File: src/design/lts_pkg.sv
// ----------------------------------------------------------------------------
// lts_pkg
// Shared constants, types and the exp2 table of the logit token sampler.
// ----------------------------------------------------------------------------
`default_nettype none

package lts_pkg;

	localparam int VOCAB_MAX = 32768;
	localparam int ADDR_W    = $clog2(VOCAB_MAX);
	localparam int CNT_W     = $clog2(VOCAB_MAX + 1);
	localparam int TOK_W     = 15;
	localparam int LOGIT_W   = 16;
	localparam int TOTAL_W   = 48;
	localparam int WEIGHT_W  = 25;

	// log2(e) in Q1.30
	localparam logic [30:0] LOG2E_Q30 = 31'd1549082005;

	// configuration register indexes
	localparam logic REG_SAMPLE_MODE = 1'b0;
	localparam logic REG_INV_TEMP    = 1'b1;

	// sampling modes
	localparam logic MODE_GREEDY = 1'b0;
	localparam logic MODE_TEMP   = 1'b1;

	typedef enum logic [2:0] {
		ST_LOAD,
		ST_SUM,
		ST_THR_LO,
		ST_THR_HI,
		ST_PICK,
		ST_EMIT
	} lts_state_t;

	typedef struct packed {
		logic load;
		logic scan_start;
		logic issue;
		logic pick;
		logic thr_lo;
		logic thr_hi;
		logic emit_greedy;
		logic emit_scan;
	} lts_cmd_t;

	typedef struct packed {
		logic issue_done;
		logic pipe_empty;
		logic mode;
	} lts_sts_t;

	// round(2^24 * 2^(-k/16)) for k = 0..16
	function automatic logic [WEIGHT_W-1:0] exp2_val(input logic [4:0] k);
		logic [WEIGHT_W-1:0] v;
		case (k)
			5'd0:    v = 25'd16777216;
			5'd1:    v = 25'd16065917;
			5'd2:    v = 25'd15384775;
			5'd3:    v = 25'd14732511;
			5'd4:    v = 25'd14107901;
			5'd5:    v = 25'd13509772;
			5'd6:    v = 25'd12937002;
			5'd7:    v = 25'd12388516;
			5'd8:    v = 25'd11863283;
			5'd9:    v = 25'd11360319;
			5'd10:   v = 25'd10878679;
			5'd11:   v = 25'd10417458;
			5'd12:   v = 25'd9975792;
			5'd13:   v = 25'd9552851;
			5'd14:   v = 25'd9147842;
			5'd15:   v = 25'd8760003;
			5'd16:   v = 25'd8388608;
			default: v = '0;
		endcase
		return v;
	endfunction

endpackage

`default_nettype wire

File: src/design/lts_ctrl.sv
// ----------------------------------------------------------------------------
// lts_ctrl
// Controller: input and output handshakes and the sequence of the two scans.
// ----------------------------------------------------------------------------
`default_nettype none

module lts_ctrl
	import lts_pkg::*;
(
	input  wire logic     clk,
	input  wire logic     arst_n,
	input  wire logic     in_valid,
	output logic          in_ready,
	input  wire logic     is_last,
	output logic          out_valid,
	input  wire logic     out_ready,
	input  wire lts_sts_t sts,
	output lts_cmd_t      cmd
);

	lts_state_t state_q, state_nx;
	logic       out_valid_q;
	logic       out_free;
	logic       accept;

	assign out_free  = !out_valid_q || out_ready;
	assign in_ready  = (state_q == ST_LOAD) && (!is_last || out_free);
	assign accept    = in_valid && in_ready;
	assign out_valid = out_valid_q;

	// state register
	always_ff @(posedge clk or negedge arst_n) begin
		if (!arst_n) begin
			state_q <= ST_LOAD;
		end else begin
			state_q <= state_nx;
		end
	end

	// next state and commands
	always_comb begin
		state_nx = state_q;
		cmd      = '0;
		case (state_q)
			ST_LOAD: begin
				if (accept) begin
					cmd.load = 1'b1;
					if (is_last) begin
						if (sts.mode == MODE_TEMP) begin
							cmd.scan_start = 1'b1;
							state_nx       = ST_SUM;
						end else begin
							cmd.emit_greedy = 1'b1;
						end
					end
				end
			end
			ST_SUM: begin
				cmd.issue = 1'b1;
				if (sts.issue_done && sts.pipe_empty) begin
					state_nx = ST_THR_LO;
				end
			end
			ST_THR_LO: begin
				cmd.thr_lo = 1'b1;
				state_nx   = ST_THR_HI;
			end
			ST_THR_HI: begin
				cmd.thr_hi = 1'b1;
				state_nx   = ST_PICK;
			end
			ST_PICK: begin
				cmd.issue = 1'b1;
				cmd.pick  = 1'b1;
				if (sts.issue_done && sts.pipe_empty) begin
					state_nx = ST_EMIT;
				end
			end
			ST_EMIT: begin
				if (out_free) begin
					cmd.emit_scan = 1'b1;
					state_nx      = ST_LOAD;
				end
			end
			default: state_nx = ST_LOAD;
		endcase
	end

	// hold the result until the receiver takes the transfer
	always_ff @(posedge clk or negedge arst_n) begin
		if (!arst_n) begin
			out_valid_q <= 1'b0;
		end else if (cmd.emit_greedy || cmd.emit_scan) begin
			out_valid_q <= 1'b1;
		end else if (out_ready) begin
			out_valid_q <= 1'b0;
		end
	end

	a_no_load_in_scan: assert property (@(posedge clk) disable iff (!arst_n)
		cmd.issue |-> !accept)
		else $error("input transfer taken during a scan");

	a_emit_drained: assert property (@(posedge clk) disable iff (!arst_n)
		cmd.emit_scan |-> (sts.pipe_empty && sts.issue_done))
		else $error("scan result emitted before the pipeline drained");

	a_emit_free: assert property (@(posedge clk) disable iff (!arst_n)
		(cmd.emit_greedy || cmd.emit_scan) |-> out_free)
		else $error("result overwrites one not yet taken");

	a_thr_order: assert property (@(posedge clk) disable iff (!arst_n)
		cmd.thr_lo |=> cmd.thr_hi)
		else $error("threshold steps out of order");

endmodule

`default_nettype wire

File: config.mk
export PLATFORM = sky130hd
export DESIGN_NAME = lts_ctrl
export DESIGN_NICKNAME = d
export VERILOG_FILES = /design/src/design/lts_pkg.sv /design/src/design/lts_ctrl.sv
export SDC_FILE = /design/constraint.sdc
export NUM_CORES = 1
export LEC_CHECK = 0
export ABC_AREA = 1
export BUFFER_PORTS_ARGS = -buffer_cell sky130_fd_sc_hd__buf_4
export CORE_AREA = 8 8 45 47
export CTS_BUF_LIST = sky130_fd_sc_hd__clkbuf_8
export CTS_CLUSTER_DIAMETER = 120
export DETAILED_ROUTE_END_ITERATION = 8
export DIE_AREA = 0 0 53 55
export MAX_ROUTING_LAYER = met4
export PLACE_DENSITY = 0.61
export SYNTH_ARGS = -nofsm -noshare
export SYNTH_HDL_FRONTEND = slang
export SYNTH_SLANG_ARGS = --single-unit
File: constraint.sdc
create_clock -name clk -period 1.9 [get_ports clk]
set_input_delay 0.095 -clock clk [delete_from_list [all_inputs] [get_ports clk]]
set_output_delay 0.095 -clock clk [all_outputs]
set_load 0.02 [all_outputs]
==> results.tsv, run 1 <==
metric	value	unit
Worst EP required	1800	ps
n_diodes	0	
CTS max path bufs	2	
vias in the first global route	407	
Post-DP HPWL	803	um
Worst EP arrival	1380	ps
fmax	0.678	GHz
area of the core	1380	um^2
Routed WL per cell	10.8	um
antenna violations before repair	0	
Static Leak	0.316	nW
worst slew pin tran	333	ps
sw frac	47.6	%
synthesized instance count	56	
Final Util	38.5	%
status	finished clean	
crit share post-route	77.7	%
clock sink total	4	
clock skew	5.48	ps
worst path bufs/invs	3	
pin count of the biggest net entering global routing	12	
share of power burned in registers	20.3	%
CP top delay family	simple AND/OR/NAND/NOR gates	
# setup viols final	0	
DIE HEIGHT	55	um
Initial DRC Count	7	
Power Internal	0.472	mW
# IOs	18	
Detail Route Antenna Nets	0	
Max Cap Viol	0	
total negative slack	0	ps
total grt overflow	0	
post_cts resized	0	
sequential fraction of the synthesis area	29.5	%
Hold Path Class	in2async	
Starting Density	24.5	%
Slew Viols, Final	0	
dpl cell area	482	um^2
Remaining DRCs	0	
I/O Buffers	17	
kind of critical path	reg2out	
CP startpoint kind	register	
count of final hold-check violations	0	
Yosys top cell by area	dfrtp_1	
Logic pwr share	59.3	%
RSZ-0062 raised after global routing	no	
nets	86	
P per Cell Area	1690	nW/um^2
cell mode on critical path	nand2_1	
Psw	0.428	mW
top cell type's share of synthesized area	29.5	%
GRT Total Usage	7.84	%
VDD IR max	0.000639	V
clock period minus worst slack	1480	ps
part of the power in the clock network	20.3	%
Final Non-Filler Cells	92	
TritonCTS clock tree	built	
ratio of cells with drive above 1 in the final layout	32.9	%
Final Power	0.900	mW
FP Rows	14	
highest cell delay on the worst timing path	420	ps
H-tree levels	1	
worst skew pair latency	220	ps
max_slew headroom	77.8	%
Cells after DPL	88	
area delta synth->final	57.2	%
CP Capture Type	output pin	
critical path, cell by cell	inv_2, nand2_1, nor2_2, and3_1, nand2_1, inv_1, buf_4	
post-synth cell types	17	
CP max stage cell	dfrtp_1	
Die Wd	53	um
via count	423	
Clock transition at path regs	40	ps
mapped cell area	339	um^2
most frequent cells in the layout	17 x buf_4, 14 x nand2_1, 9 x inv_1	
first-pass GRT wire length	1640	um
final WL	991	um
CP max FO	4	
die area	2920	um^2
yosys warns	0	
commonest non-fill, non-tap cell in the layout	buf_4	
drt first pass iters	4	
post-DR vias/cell	4.60	
Avg Inst Size Synth	6.05	um^2
Synth Register Bits	4	
top cells by area, synth	dfrtp_1 30%, nand2_1 15%, inv_1 10%	
CTS Buf Count	3	
design area	533	um^2
CTS root buffer	clkbuf_8	
GPL Wtd Cong	0.889	
syn_nets	64	
-- stage by stage --
| stage | setup slack (ps) | hold WS, ps |
|---|---|---|
| floorplan | 634 | -201 |
| global placement | 647 | -106 |
| detailed placement | 656 | -105 |
| CTS | 421 | 204 |
| global route | 298 | 220 |
| finish | 424 | 203 |
-- cell type report --
| type | instances | area [um^2] |
|---|---|---|
| Fill cell | 150 | 851 |
| Sequential cell | 4 | 100 |
| Tap cell | 16 | 20.0 |
| Timing Repair Buffer | 18 | 138 |
| Multi-Input combinational cell | 40 | 193 |
| Inverter | 11 | 41.3 |
| Clock buffer | 3 | 41.3 |
-- Yosys cell counts --
cell / instances
nor3b_1: 1
nand2_1: 14
dfrtp_1: 4
a31oi_1: 1
nor2_1: 7
o21bai_1: 1
nand3_1: 6
inv_2: 2
buf_2: 1
nor2_2: 2
o21ai_0: 2
nand4_1: 1
nand3_2: 1
nand3b_1: 1
a21oi_1: 2
and3_1: 1
inv_1: 9
-- cell families (layout without fill, tap and decap cells) --
family	after synthesis	count (layout)	synth area share, %
AOI/OAI and AO/OA	6	6	9.97
buffers and inverters	12	32	13.7
DFF	4	4	29.5
and+or+nand+nor	34	34	46.9
-- power by group through the flow --
stage               logic (mW)  clock network, mW  registers [mW]
floorplan                0.367                  0           0.164
global placement         0.540                  0           0.179
detailed placement       0.537                  0           0.181
CTS                      0.540              0.184           0.181
global route             0.597              0.197           0.192
finish                   0.534              0.183           0.183
-- path summary, 6_finish.rpt --
check                           startpoint          to  slack [ps]  cells after the start
worst min-delay path                arst_n  state_q[2]         200                      2
max in group asynchronous           arst_n  state_q[0]        1590                      2
min in group clk                    sts[0]   out_valid         200                      4
worst max-delay path            state_q[0]      cmd[1]         420                      7
worst min register to register  state_q[0]  state_q[0]         670                      3
worst max register to register  state_q[2]  state_q[0]         650                      5
-- timing repair --
| item | in CTS | in global routing |
|---|---|---|
| hold endpoints to repair | 4 | 0 |
| setup buffers | 0 | 0 |
| hold buffers | 1 | 0 |
-- layer usage --
| layer | track usage [%] | part of all wire, % | vias up |
|---|---|---|---|
| li1 | - | - | 217 |
| met1 | 8.41 | 44 | 180 |
| met2 | 11.5 | 43 | 21 |
| met3 | 2.94 | 9.7 | 5 |
| met4 | 6.03 | 3.4 | 0 |
| met5 | - | 0 | - |
-- state kept, by name, indices dropped and copies added (netlist names) --
| signal | cells |
|---|---|
| out_valid | 1 |
| state_q | 3 |
Note: power is estimated with default switching activity, not from simulation.
==> inputs of run 2 (changes only) <==
clock period = 1.54 ns   (was 1.9 ns; I/O delays follow)
==> run 2 against run 1 <==
- setup slack lost 310 ps
- sequential power grew 21%
- global-route usage shrank 0.79 points
- sequential cell count is the same
- core utilization grew 0.63 points
- critical endpoint unchanged
- largest power group unchanged
==> results.tsv, run 2 (same netlist as run 1, synthesis figures left out) <==
metric	value	unit
status	finished clean	
area of the core	1380	um^2
clock sink total	4	
R2R cell count	8	
die area	2920	um^2
GRT Total Usage	7.05	%
Psw	0.519	mW
total grt overflow	0	
FP Rows	14	
# IOs	18	
clock skew	0.517	ps
total negative slack	0	ps
Slew Viols, Final	0	
Power Internal	0.600	mW
I/O Buffers	17	
GPL Wtd Cong	0.890	
Max Cap Viol	0	
ratio of cells with drive above 1 in the final layout	35.1	%
commonest non-fill, non-tap cell in the layout	buf_4	
H-tree levels	1	
worst r2r src	state_q[0]	
Biggest register	state_q	
sw frac	46.4	%
most frequent cells in the layout	18 x buf_4, 14 x nand2_1, 9 x inv_1	
nets	87	
Logic pwr share	60.8	%
area delta synth->final	59.8	%
post-DR vias/cell	4.32	
via count	402	
VDD IR max	0.000786	V
CP Capture Type	output pin	
first-pass GRT wire length	1480	um
TritonCTS clock tree	built	
max_slew headroom	79.9	%
fmax	0.704	GHz
RSZ-0062 raised after global routing	no	
part of the power in the clock network	19.5	%
critical path, cell by cell	inv_1, nand2_1, nor2_2, and3_1, nand2_1, inv_1, buf_4	
CP top delay family	simple AND/OR/NAND/NOR gates	
P per Cell Area	2060	nW/um^2
Hold EP	out_valid	
kind of critical path	reg2out	
CTS max path bufs	2	
reg-to-reg setup timing slack	290	ps
beginning of the worst hold path	sts[0]	
Hold Path Depth	4	
DIE HEIGHT	55	um
pin count of the biggest net entering global routing	12	
max reg flops	3	
Detail Route Antenna Nets	0	
# setup viols final	0	
Hold Path Class	in2reg	
Routed WL per cell	10.2	um
clock period minus worst slack	1420	ps
CP startpoint kind	register	
worst skew pair latency	220	ps
n_diodes	0	
Clock transition at path regs	30	ps
Static Leak	0.320	nW
share of power burned in registers	19.7	%
CTS root buffer	clkbuf_8	
Final Util	39.2	%
Remaining DRCs	0	
CTS Buf Count	3	
worst path bufs/invs	3	
Worst EP arrival	1340	ps
drt first pass iters	4	
CP max FO	6	
count of final hold-check violations	0	
Post-DP HPWL	793	um
worst slew pin tran	301	ps
vias in the first global route	380	
FF-to-FF End	state_q[0]	
FILL cells	152	
Initial DRC Count	10	
Worst EP required	1460	ps
final WL	946	um
highest cell delay on the worst timing path	440	ps
CP max stage cell	dfrtp_2	
Die Wd	53	um
crit share post-route	92.3	%
Starting Density	24.5	%
antenna violations before repair	0	
[run 2: what timing repair did]
action                                  in CTS  in global routing
endpoints found under the setup margin       0                  1
hold buffers                                 1                  0
endpoints found under the hold margin        4                  0
gates resized for setup                      0                  1
setup buffers                                0                  1
[run 2: worst max path at each step]
| stage | from | endpoint | slack [ps] | cells past startpoint |
|---|---|---|---|---|
| detailed placement | state_q[0] | cmd[1] | 320 | 7 |
| finish | state_q[1] | cmd[1] | 120 | 7 |
| CTS | state_q[0] | cmd[1] | 80 | 7 |
| global placement | state_q[0] | cmd[1] | 310 | 7 |
| floorplan | state_q[2] | cmd[1] | 290 | 5 |
| global route | state_q[2] | cmd[5] | 8 | 5 |
[run 2: worst min-delay path, cell delays in order]
cell      delay [ps]
buf_4             80
nor2_1            30
nand2_1           70
nand3b_1          80
[run 2: layout make-up]
class	count	area (um^2)	share of cell area [%]
inverter	11	41.3	7.62
tap	16	20.0	3.70
multi-input combinational	40	193	35.6
clock buffer	3	41.3	7.62
timing repair buffer	19	145	26.8
sequential	4	101	18.7
[run 2: metrics by stage]
step | hold slack (ps) | area [um^2] | instances | total power [mW] | worst slack (ps)
final | 183 | 542 | 93 | 1.12 | 119
after global routing | 205 | 542 | 93 | 1.21 | 7.51
after CTS | 187 | 533 | 92 | 1.11 | 84.7
after detailed placement | -123 | 482 | 88 | 0.883 | 319
after global placement | -124 | 482 | 88 | 0.887 | 305
after floorplan | -219 | 339 | 56 | 0.655 | 292
[run 2: power groups by stage]
stage	Combinational [mW]	Sequential [mW]	Clock (mW)
after floorplan	0.452	0.203	0
after global placement	0.666	0.221	0
after detailed placement	0.664	0.220	0
after CTS	0.667	0.219	0.223
after global routing	0.748	0.231	0.231
final	0.680	0.221	0.218
[run 2: routing by layer]
layer | wire length [um] | GRT usage [%] | vias to the layer above
met5 | 0 | - | -
met4 | 14 | 3.88 | 0
met3 | 104 | 3.74 | 2
met2 | 395 | 10.7 | 16
met1 | 432 | 7.18 | 166
li1 | - | - | 218
==> inputs of run 3 (changes only) <==
ABC_AREA = unset   (was 1)
PLACE_DENSITY = 0.62   (was 0.61)
==> run 3 against run 2 <==
- the flow now finishes with violations (setup timing)
- register-to-register slack worse by 40 ps
- sequential cell count did not move
- clock-buffer cell count unchanged
- non-clock buffer count up 3
- setup slack worse by 170 ps
- sequential share of layout area down 1.2 points
- die area is the same
- design area increased by 5.8%
- clock power is essentially flat
- critical path type unchanged
==> results.tsv, run 3 <==
metric	value	unit
Detail Route Antenna Nets	0	
Most used DFF post-synth	dfrtp_1	
die area	2920	um^2
Routed WL per cell	13.6	um
TritonCTS clock tree	built	
kind of critical path	reg2out	
drt first pass iters	4	
Async SR Flop Fraction	100	%
CP max stage cell	dfrtp_1	
highest cell delay on the worst timing path	370	ps
I/O Buffers	17	
Post-DP HPWL	765	um
top cells by area, synth	dfrtp_1 29%, a311oi_4 7.6%, nand2b_1 3.6%	
Slew Viols, Final	0	
area delta synth->final	65.3	%
top-count cell post-synth	dfrtp_1	
Max Cap Viol	0	
CTS max path bufs	2	
Initial DRC Count	4	
final WL	1020	um
EDFF count, synth	0	
Final Non-Filler Cells	75	
yosys warns	0	
FP Rows	14	
top cell type's share of synthesized area	28.9	%
dpl ws	179	ps
Die Wd	53	um
CTS Buf Count	3	
fmax	0.629	GHz
Worst EP required	1460	ps
Avg Inst Size Synth	9.37	um^2
dpl cell area	498	um^2
Power Internal	0.714	mW
CP top delay family	simple AND/OR/NAND/NOR gates	
multi-input logic area	233	um^2
most frequent cells in the layout	19 x buf_4, 4 x dfrtp_1, 3 x nor2_1, 3 x nand2_1, 3 x clkbuf_8	
Clock transition at path regs	30	ps
vias in the first global route	386	
flip-flop and latch area	100	um^2
max_slew headroom	75.8	%
Cells after DPL	69	
H-tree levels	1	
sw frac	40.1	%
pin count of the biggest net entering global routing	12	
worst slew pin tran	363	ps
critical path, cell by cell	or2_4, a311oi_4, and4_2, buf_4	
ratio of cells with drive above 1 in the final layout	57.6	%
GRT Total Usage	8.53	%
Logic pwr share	62.8	%
commonest non-fill, non-tap cell in the layout	buf_4	
syn_nets	45	
# setup viols final	2	
part of the power in the clock network	18.6	%
total grt overflow	0	
Synth top cells by count	4 x dfrtp_1, 3 x nand2_1, 3 x nor2_1	
crit share post-route	103	%
RSZ-0062 raised after global routing	yes	
area of the core	1380	um^2
clock period minus worst slack	1590	ps
GPL Wtd Cong	0.756	
CP startpoint kind	register	
design area	573	um^2
Starting Density	25.0	%
CTS root buffer	clkbuf_8	
Static Leak	0.269	nW
Remaining DRCs	0	
worst skew pair latency	220	ps
synthesized instance count	37	
status	complete, but fails checks	
final worst setup slack	-50.3	ps
Worst EP arrival	1510	ps
antenna violations before repair	0	
mapped cell area	347	um^2
worst path bufs/invs	1	
count of final hold-check violations	0	
# IOs	18	
CP Capture Type	output pin	
Biggest register	state_q	
Hold Path Class	in2reg	
clock skew	6.84	ps
Synth Register Bits	4	
Yosys top cell by area	dfrtp_1	
n_diodes	0	
max reg flops	3	
sequential fraction of the synthesis area	28.9	%
DIE HEIGHT	55	um
Psw	0.477	mW
share of power burned in registers	18.7	%
P per Cell Area	2080	nW/um^2
Hold Slack	158	ps
VDD IR max	0.000724	V
CP max FO	4	
first-pass GRT wire length	1700	um
failing checks	setup timing	
nets	69	
FILL cells	148	
via count	374	
clock sink total	4	
post-synth cell types	27	
post-DR vias/cell	4.99	
## run 3: per-layer routing
| layer | vias to the layer above | part of all wire, % | routed length (um) | global-route usage, % |
|---|---|---|---|---|
| met2 | 7 | 58 | 598 | 14.8 |
| met4 | 0 | 3.3 | 34 | 9.05 |
| met5 | - | 0 | 0 | - |
| met1 | 185 | 36 | 369 | 7.20 |
| met3 | 2 | 2.1 | 21 | 1.87 |
| li1 | 180 | - | - | - |
## run 3: per-stage QoR
stage	total power, mW	utilization [%]	TNS (ps)
finish	1.19	41.4	-89.6
global route	1.27	41.4	-172
CTS	1.19	41.0	-64.4
detailed placement	0.906	36.0	0
global placement	0.893	36.0	0
floorplan	0.670	-	0
## run 3: worst register-to-register path: stages (launching register included)
cell and delay, ps:
dfrtp_1 370, or2_4 270, buf_4 140, o31a_2 300, o21ai_0 130
## run 3: kinds of logic (layout without fill, tap and decap cells)
| kind of cell | count (synthesis) | in the layout | share of synthesized area (%) |
|---|---|---|---|
| flip-flops | 4 | 4 | 28.9 |
| AND/OR/NAND/NOR | 18 | 18 | 33.9 |
| XOR/XNOR | 1 | 1 | 2.53 |
| AO/OA/AOI/OAI | 10 | 10 | 28.2 |
| buffers and inverters | 4 | 26 | 6.50 |
## run 3: path summary, 6_finish.rpt
| path | from | to | slack (ps) | depth (start not counted) |
|---|---|---|---|---|
| setup / recovery | state_q[0] | cmd[6] | -50 | 4 |
| hold / removal | sts[1] | state_q[1] | 160 | 3 |
| hold reg to reg | state_q[2] | state_q[1] | 600 | 2 |
| max in group asynchronous | arst_n | state_q[0] | 1240 | 2 |
| min in group asynchronous | arst_n | state_q[2] | 190 | 2 |
| setup reg to reg | state_q[0] | out_valid | 250 | 4 |
## run 3: timing repair
action	in CTS	in global routing
setup buffers	2	0
setup endpoints to repair	2	3
endpoints found under the hold margin	4	0
hold buffers	1	0
pin swaps	0	1
resized for setup	1	2
## run 3: layout make-up
class	instances	share of cell area (%)
multi-input cells	29	40.6
well taps	16	3.49
flip-flops and latches	4	17.5
clock buffers	3	7.21
repair buffers	22	30.6
inverters	1	0.655
## run 3: power by group through the flow
stage | Sequential [mW] | Clock (mW) | Combinational [mW]
after global routing | 0.230 | 0.232 | 0.808
after CTS | 0.220 | 0.227 | 0.740
after floorplan | 0.197 | 0 | 0.473
after global placement | 0.220 | 0 | 0.673
final | 0.222 | 0.221 | 0.748
after detailed placement | 0.221 | 0 | 0.685
